<file path="src/design/window_nearest_level_distance_macros.svh">
// Assertion macros shared by the block's modules.
// Each use names a label, a property and a message; clk and rst come from the using module.
`ifndef WINDOW_NEAREST_LEVEL_DISTANCE_MACROS_SVH
`define WINDOW_NEAREST_LEVEL_DISTANCE_MACROS_SVH

`ifndef ASSERT_OFF

// Check at every edge outside reset.
`define WNLD_ASSERT(lbl, prop, msg) \
  lbl: assert property (@(posedge clk) disable iff (rst) prop) else $error(msg);

// Check at every edge, reset included.
`define WNLD_ASSERT_ALWAYS(lbl, prop, msg) \
  lbl: assert property (@(posedge clk) prop) else $error(msg);

`else

`define WNLD_ASSERT(lbl, prop, msg)
`define WNLD_ASSERT_ALWAYS(lbl, prop, msg)

`endif

`endif

</file>
<file path="src/design/wnld_pkg.sv">
package wnld_pkg;

  localparam int SIDE_VERTS_DEF = 128;

  localparam int CFG_INDEX_W = 3;
  localparam int CFG_DATA_W  = 16;

  localparam logic [6:0]  GRID_WIDTH_RST  = 7'd1;
  localparam logic [6:0]  GRID_HEIGHT_RST = 7'd1;
  localparam logic [15:0] MIN_LEVEL_RST   = 16'sh0000;
  localparam logic [15:0] MAX_LEVEL_RST   = 16'sh7fff;
  localparam logic [6:0]  MAX_DIST_RST    = 7'd8;

  localparam logic CMD_WRITE = 1'b0;
  localparam logic CMD_QUERY = 1'b1;

  typedef enum logic [CFG_INDEX_W-1:0] {
    REG_GRID_WIDTH  = 3'd0,
    REG_GRID_HEIGHT = 3'd1,
    REG_MIN_LEVEL   = 3'd2,
    REG_MAX_LEVEL   = 3'd3,
    REG_MAX_DIST    = 3'd4
  } cfg_reg_t;

  typedef enum logic [2:0] {
    ST_IDLE,
    ST_CHECK,
    ST_SCAN,
    ST_DRAIN,
    ST_ROOT_LOAD,
    ST_ROOT,
    ST_RESULT
  } state_t;

  typedef struct packed {
    logic               cmd;
    logic [6:0]         vert_x;
    logic [6:0]         vert_y;
    logic signed [15:0] level;
  } in_word_t;

  typedef struct packed {
    logic [14:0] distance_q8;
    logic        found;
  } out_word_t;

  typedef struct packed {
    logic start;
    logic wr_en;
    logic scan_issue;
    logic root_load;
    logic root_step;
    logic result_load;
  } ctrl_cmd_t;

  typedef struct packed {
    logic empty;
    logic scan_last;
    logic root_done;
    logic out_free;
  } dp_sts_t;

endpackage

</file>
<file path="src/design/wnld_ctrl.sv">
`include "window_nearest_level_distance_macros.svh"

module wnld_ctrl (
  input  logic                clk,
  input  logic                rst,
  input  logic                in_valid,
  output logic                in_ready,
  input  logic                in_cmd,
  output wnld_pkg::ctrl_cmd_t cmd,
  input  wnld_pkg::dp_sts_t   sts
);

  wnld_pkg::state_t state, state_next;
  logic             accept;

  assign accept = in_valid && in_ready;

  always_ff @(posedge clk) begin
    if (rst) begin
      state <= wnld_pkg::ST_IDLE;
    end else begin
      state <= state_next;
    end
  end

  always_comb begin
    state_next = state;
    unique case (state)
      wnld_pkg::ST_IDLE: begin
        if (accept && in_cmd == wnld_pkg::CMD_QUERY) state_next = wnld_pkg::ST_CHECK;
      end
      wnld_pkg::ST_CHECK: begin
        state_next = sts.empty ? wnld_pkg::ST_ROOT_LOAD : wnld_pkg::ST_SCAN;
      end
      wnld_pkg::ST_SCAN: begin
        if (sts.scan_last) state_next = wnld_pkg::ST_DRAIN;
      end
      wnld_pkg::ST_DRAIN:     state_next = wnld_pkg::ST_ROOT_LOAD;
      wnld_pkg::ST_ROOT_LOAD: state_next = wnld_pkg::ST_ROOT;
      wnld_pkg::ST_ROOT: begin
        if (sts.root_done) state_next = wnld_pkg::ST_RESULT;
      end
      wnld_pkg::ST_RESULT: begin
        if (sts.out_free) state_next = wnld_pkg::ST_IDLE;
      end
      default: state_next = wnld_pkg::ST_IDLE;
    endcase
  end

  always_comb begin
    in_ready        = (state == wnld_pkg::ST_IDLE);
    cmd.start       = accept && in_cmd == wnld_pkg::CMD_QUERY;
    cmd.wr_en       = accept && in_cmd == wnld_pkg::CMD_WRITE;
    cmd.scan_issue  = (state == wnld_pkg::ST_SCAN);
    cmd.root_load   = (state == wnld_pkg::ST_ROOT_LOAD);
    cmd.root_step   = (state == wnld_pkg::ST_ROOT);
    cmd.result_load = (state == wnld_pkg::ST_RESULT) && sts.out_free;
  end

  `WNLD_ASSERT_ALWAYS(a_rst_idle, rst |=> state == wnld_pkg::ST_IDLE, "not idle after reset")
  `WNLD_ASSERT(a_scan_exit, state == wnld_pkg::ST_SCAN |=> state == wnld_pkg::ST_SCAN || state == wnld_pkg::ST_DRAIN, "scan left early")
  `WNLD_ASSERT(a_root_hold, state == wnld_pkg::ST_ROOT && !sts.root_done |=> state == wnld_pkg::ST_ROOT, "root cut short")

endmodule

</file>
<file path="config.mk">
export PLATFORM = sky130hd
export DESIGN_NAME = wnld_ctrl
export DESIGN_NICKNAME = d
export VERILOG_FILES = /design/src/design/wnld_pkg.sv /design/src/design/wnld_ctrl.sv
export VERILOG_INCLUDE_DIRS = /design/src /design/src/design
export SDC_FILE = /design/constraint.sdc
export NUM_CORES = 1
export LEC_CHECK = 0
export BUFFER_PORTS_ARGS = -buffer_cell sky130_fd_sc_hd__clkbuf_2
export CAP_MARGIN = 20
export CORE_AREA = 3 3 40 42
export CTS_CLUSTER_DIAMETER = 30
export DETAILED_ROUTE_END_ITERATION = 8
export DIE_AREA = 0 0 43 45
export GPL_TIMING_DRIVEN = 1
export PLACE_DENSITY_LB_ADDON = 0.05
export REMOVE_ABC_BUFFERS = 1
export SYNTH_ARGS = -nofsm -noshare
export SYNTH_HDL_FRONTEND = slang
export SYNTH_SLANG_ARGS = --single-unit
export TNS_END_PERCENT = 20
</file>
<file path="constraint.sdc">
create_clock -name clk -period 0.97 [get_ports clk]
set_input_delay 0.097 -clock clk [delete_from_list [all_inputs] [get_ports clk]]
set_output_delay 0.097 -clock clk [all_outputs]
set_load 0.01 [all_outputs]
</file>
==> results of run 1 <==
routing by layer:
metal,up-vias,share of wire
met5,-,0
met4,0,0.026
met3,2,0.077
met2,13,0.46
met1,139,0.44
li1,158,-
synth_stat cells:
master	n	share of area
o31ai_1	1	0.031
nor3_2	1	0.041
nand3b_1	1	0.031
a31oi_1	1	0.026
nor3b_2	1	0.051
nand2_2	1	0.026
and3_1	1	0.026
nor2b_1	1	0.026
nor3_1	1	0.020
a21oi_1	1	0.020
dfxtp_1	3	0.24
nand2_1	3	0.046
buf_6	2	0.092
o211ai_1	1	0.031
buf_4	1	0.031
o21ai_0	1	0.020
nor2_1	4	0.061
nor3b_1	2	0.061
and2_2	1	0.031
or3_1	2	0.051
a21oi_2	1	0.036
area by class of cell:
| cell class | count | area [sq um] | share of cell area |
|---|---|---|---|
| timing repair buffer | 24 | 163 | 0.356 |
| tap | 15 | 18.8 | 0.0411 |
| multi-input combinational | 25 | 178 | 0.389 |
| clock buffer | 4 | 26.3 | 0.0575 |
| sequential | 3 | 71.3 | 0.156 |
stage by stage:
step / hold WS, ns / setup TNS, ns / util
floorplan: 0.166 / -0.303 / -
finish: 0.0512 / -1.70 / 0.355
detailed placement: 0.300 / -0.754 / 0.272
global placement: 0.299 / -0.686 / 0.272
CTS: 0.0502 / -2.15 / 0.324
global route: 0.0543 / -2.37 / 0.355
kinds of logic (layout without fill, tap and decap cells):
family,count (synthesis),count (layout),synth area share
buffers and inverters,3,28,0.122
AND/OR/NAND/NOR,19,19,0.469
flip-flops,3,3,0.245
AO/OA/AOI/OAI,6,6,0.163
worst max-delay path: cells and delay by family (launching register included):
family | cells | cell delay (ns)
AND/OR/NAND/NOR | 2 | 0.33
flip-flops | 1 | 0.34
buffers and inverters | 2 | 0.25
repair_timing:
item	4_1_cts	5_1_grt
endpoints found under the setup margin	10	10
cloned	0	0
resized for setup	7	15
setup buffers	3	1
pin swaps	4	5
hold buffers	0	0
power by group:
part           internal, mW  switching (mW)  leakage, nW
registers             0.129          0.0161       0.0267
clock network         0.154          0.0651       0.0150
logic                0.0869          0.0618        0.178
how the worst max path moves through the flow:
| stage | startpoint | to | slack [ns] | cells past startpoint |
|---|---|---|---|---|
| floorplan | state[2] | state[0] | -0.12 | 3 |
| global placement | state[2] | state[1] | -0.17 | 4 |
| detailed placement | state[2] | cmd[5] | -0.14 | 4 |
| CTS | state[2] | cmd[5] | -0.31 | 4 |
| global route | state[2] | cmd[4] | -0.34 | 5 |
| finish | state[2] | cmd[5] | -0.27 | 4 |
==> results.toml, run 1 <==
[floorplan]
die_x_microns = 43
core_sq_um = 1280
dieArea_sq_um = 1940
rows = 13
start_util = 0.191
die_y_microns = 45
ioPinCount = 15

[clocking]
clockRootBuffer = "clkbuf_4"
h-tree-depth = 1
clockBufferDepth = 2
cts_tree = "built"
clock_sinks = 3
clk_latency_ns = 0.23
clk_pin_slew_worst_paths_ns = 0.04
cts_made_buffers = 3

[grt]
track_usage = 0.0856
met3_usage = 0.00797
grt_pass1_wl_microns = 1210
grtUsageMet1 = 0.0983
first_global_vias = 324
overflow = 0
antenna_found_initial = 0
grt_start_max_net_pins = 11
grt-busiest-layer = "met2"
grtUsageMet2 = 0.135

[placed_design]
place.gp.congestion = 0.734
portBuffers = 14
dp_hpwl_microns = 537
placed_area_sq_um = 349
dp_slack_ns = -0.142
post-place-cells = 63

[critical_path]
startpoint_type = "flip-flop"
crit_path_end_kind = "primary output"
crit_arrival_ns = 1.14
reg2reg_to = "state[1]"
path_max_fanout = 3
crit_chain = "buf_6 -> nor3_4 -> and3_1 -> clkbuf_2"
criticalPathCategory = "reg -> out"
regToRegStartpoint = "state[2]"
worstPathRequired_ns = 0.87
rr_worst_depth = 5
crit_path_top_delay_cell = "dfxtp_4"
cpPeakStageDelay_ns = 0.34
rrSetupSlack_ns = -0.10

[yosys]
synth-seq-area-share = 0.245
syn_area_per_cell_sq_um = 7.91
netlist_instances = 31
ys_ff_latch = 3
post_synth_instance_area_sq_um = 245
yosysUniqueCellTypes = 21
ys_warn_count = 0

[timing]
fmax_mhz = 806
period_minus_slack_ns = 1.24
hold_viol = 0
fin_skew_ns = 0.000449
finalWorstSetupSlack_ns = -0.271
setup_viol = 10
rsz0062_at_grt = "yes"
tightest_slew_ns = 0.216
drv_slew = 0
finalCritPeriodShare = 1.28
relSlewSlack = 0.855

[final_layout]
stdcell_area_sq_um = 457
antenna_cells = 0
mostFrequentLayoutCells = "clkbuf_2 (8), buf_4 (7), buf_2 (5), nor2_1 (4), buf_6 (4)"
largest_registers = "state x3"
largest_reg_flops = 3
top_register = "state"
layout.cells.non_filler = 71
fillers = 145
syn_to_final_growth_pct = 86.2
final_common_cell = "clkbuf_2"
layout-drive-gt1-share = 0.696
layout.nets = 65

[route]
wl_per_cell_microns = 10.4
num_vias = 312
vias_per_cell = 4.39
drc = 0
drt_first_pass_iters = 2
wl_microns = 738
drt_first_iter_violations = 1
ant_nets = 0

[status]
violations = "negative setup slack"
status = "finished, violations left"

[flow_run]
cap_viol_max_count = 0

[power]
power_density_nw_per_um2 = 1120
finalPower_mw = 0.513
peakVddDrop_mv = 0.380
static-leakage-power_nw = 0.219

[hold_path]
min_from = "rst"
holdCritPathClass = "in -> reg"
hold_depth = 2
whs_endpoint = "state[0]"
Note: power is estimated with default switching activity, not from simulation.
==> inputs of run 2 (changes only) <==
--- a/constraint.sdc
+++ b/constraint.sdc
@@ -3,2 +3,2 @@
 set_output_delay 0.097 -clock clk [all_outputs]
-set_load 0.01 [all_outputs]
+set_load 0.02 [all_outputs]
==> results.toml, run 2 (synthesis results as in run 1) <==
[status]
status = "finished, violations left"
violations = "negative setup slack"

[power]
peakVddDrop_mv = 0.504
power_density_nw_per_um2 = 1150
finalPower_mw = 0.530
static-leakage-power_nw = 0.212

[critical_path]
cp_top_family = "flip-flops"
path_max_fanout = 4
rr_worst_depth = 5
crit_start = "state[2]"
crit_chain = "buf_12 -> nor3_4 -> and3_4 -> buf_8"
cpPeakStageDelay_ns = 0.35
crit_path_end_kind = "primary output"
crit_path_top_delay_cell = "dfxtp_4"
regToRegStartpoint = "state[2]"
path_buf_inv = 2
rrSetupSlack_ns = -0.15
crit_arrival_ns = 1.17
worstPathRequired_ns = 0.87
criticalPathCategory = "reg -> out"
path_depth = 4
cp-endpoint = "cmd[5]"
startpoint_type = "flip-flop"
reg2reg_to = "state[0]"

[final_layout]
largest_registers = "state x3"
largest_reg_flops = 3
top_register = "state"
mostFrequentLayoutCells = "buf_4 (12), clkbuf_2 (7), nand2_1 (3), nor2_1 (3), clkbuf_4 (3)"
final_common_cell = "buf_4"
syn_to_final_growth_pct = 88.3
layout.nets = 64
layout-drive-gt1-share = 0.673
antenna_cells = 0
stdcell_area_sq_um = 462

[route]
wl_microns = 750
wl_met3_microns = 56
drt_first_iter_violations = 0
ant_nets = 0
drc = 0
wl_per_cell_microns = 10.7
drt_first_pass_iters = 1
wl_met2_microns = 358
vias_per_cell = 4.37
m1WireLength_microns = 318
highest_layer = "met4"
num_vias = 306

[floorplan]
rows = 13
ioPinCount = 15
core_sq_um = 1280
start_util = 0.191
die_x_microns = 43
die_y_microns = 45
dieArea_sq_um = 1940

[grt]
antenna_found_initial = 0
grt_pass1_wl_microns = 1320
first_global_vias = 314
overflow = 0
track_usage = 0.0923
grt_start_max_net_pins = 9

[clocking]
clockBufferDepth = 2
cts_tree = "built"
h-tree-depth = 1
clk_latency_ns = 0.24
clk_pin_slew_worst_paths_ns = 0.04
clock_sinks = 3
cts_made_buffers = 3
clockRootBuffer = "clkbuf_4"

[timing]
hold_viol = 0
fin_skew_ns = 0.00709
fmax_mhz = 789
tns_ns = -1.74
setup_viol = 9
drv_slew = 0
finalCritPeriodShare = 1.31
finalWorstSetupSlack_ns = -0.297
relSlewSlack = 0.846
period_minus_slack_ns = 1.27
tightest_slew_ns = 0.228
hold_ws_ns = 0.0595
rsz0062_at_grt = "yes"

[flow_run]
cap_viol_max_count = 0

[placed_design]
portBuffers = 14
place.gp.congestion = 0.736
dp_hpwl_microns = 587
dp_slack_ns = -0.139
placed_area_sq_um = 369

[hold_path]
holdCritPathClass = "in -> reg"
## run 2: changes by cell type in the layout (fill, tap and decap cells not counted), moves of 2 or more
| cell | before | now |
|---|---|---|
| dfxtp_2 | 0 | 2 |
| dfxtp_4 | 3 | 1 |
| buf_6 | 4 | 1 |
| buf_4 | 7 | 12 |
| buf_2 | 5 | 1 |
## run 2: worst min path at each step
stage	start	end	slack [ns]	cells past startpoint
after global placement	rst	state[0]	0.30	2
after CTS	rst	state[1]	0.05	2
final	rst	state[1]	0.06	2
after detailed placement	rst	state[0]	0.30	2
after floorplan	rst	state[1]	0.17	1
after global routing	rst	state[1]	0.05	2
## run 2: area by class of cell
class / instances / area, sq um
repair buffers: 23 / 176
well taps: 15 / 18.8
flip-flops and latches: 3 / 66.3
clock buffers: 4 / 26.3
multi-input cells: 25 / 174
fillers: 139 / 823
## run 2: routing by layer
metal,vias to the layer above,GRT usage
met2,13,0.147
li1,158,-
met3,2,0.0319
met4,0,0.0542
met1,133,0.108
met5,-,0
## run 2: repair_timing
| item | CTS | global route |
|---|---|---|
| hold buffers | 0 | 0 |
| endpoints found under the setup margin | 10 | 10 |
| cloned | 0 | 0 |
| pin swaps | 0 | 1 |
| gates resized for setup | 7 | 17 |
| buffers inserted | 0 | 2 |
## run 2: where the power goes
group	leakage, nW	switching [mW]	total [mW]	internal [mW]
Combinational	0.171	0.0727	0.160	0.0874
Clock	0.0150	0.0696	0.224	0.154
Sequential	0.0261	0.0145	0.146	0.131
## run 2: per-stage QoR
step | utilization | cells
finish | 0.359 | 70
global route | 0.359 | 70
CTS | 0.325 | 68
detailed placement | 0.287 | 64
global placement | 0.287 | 64
floorplan | - | 28
## run 2: worst register-to-register path, cell delays in order (launching register included)
cell     delay [ns]
dfxtp_4        0.36
buf_12         0.11
buf_4          0.10
a21oi_2        0.02
or3_1          0.30
a31oi_1        0.13
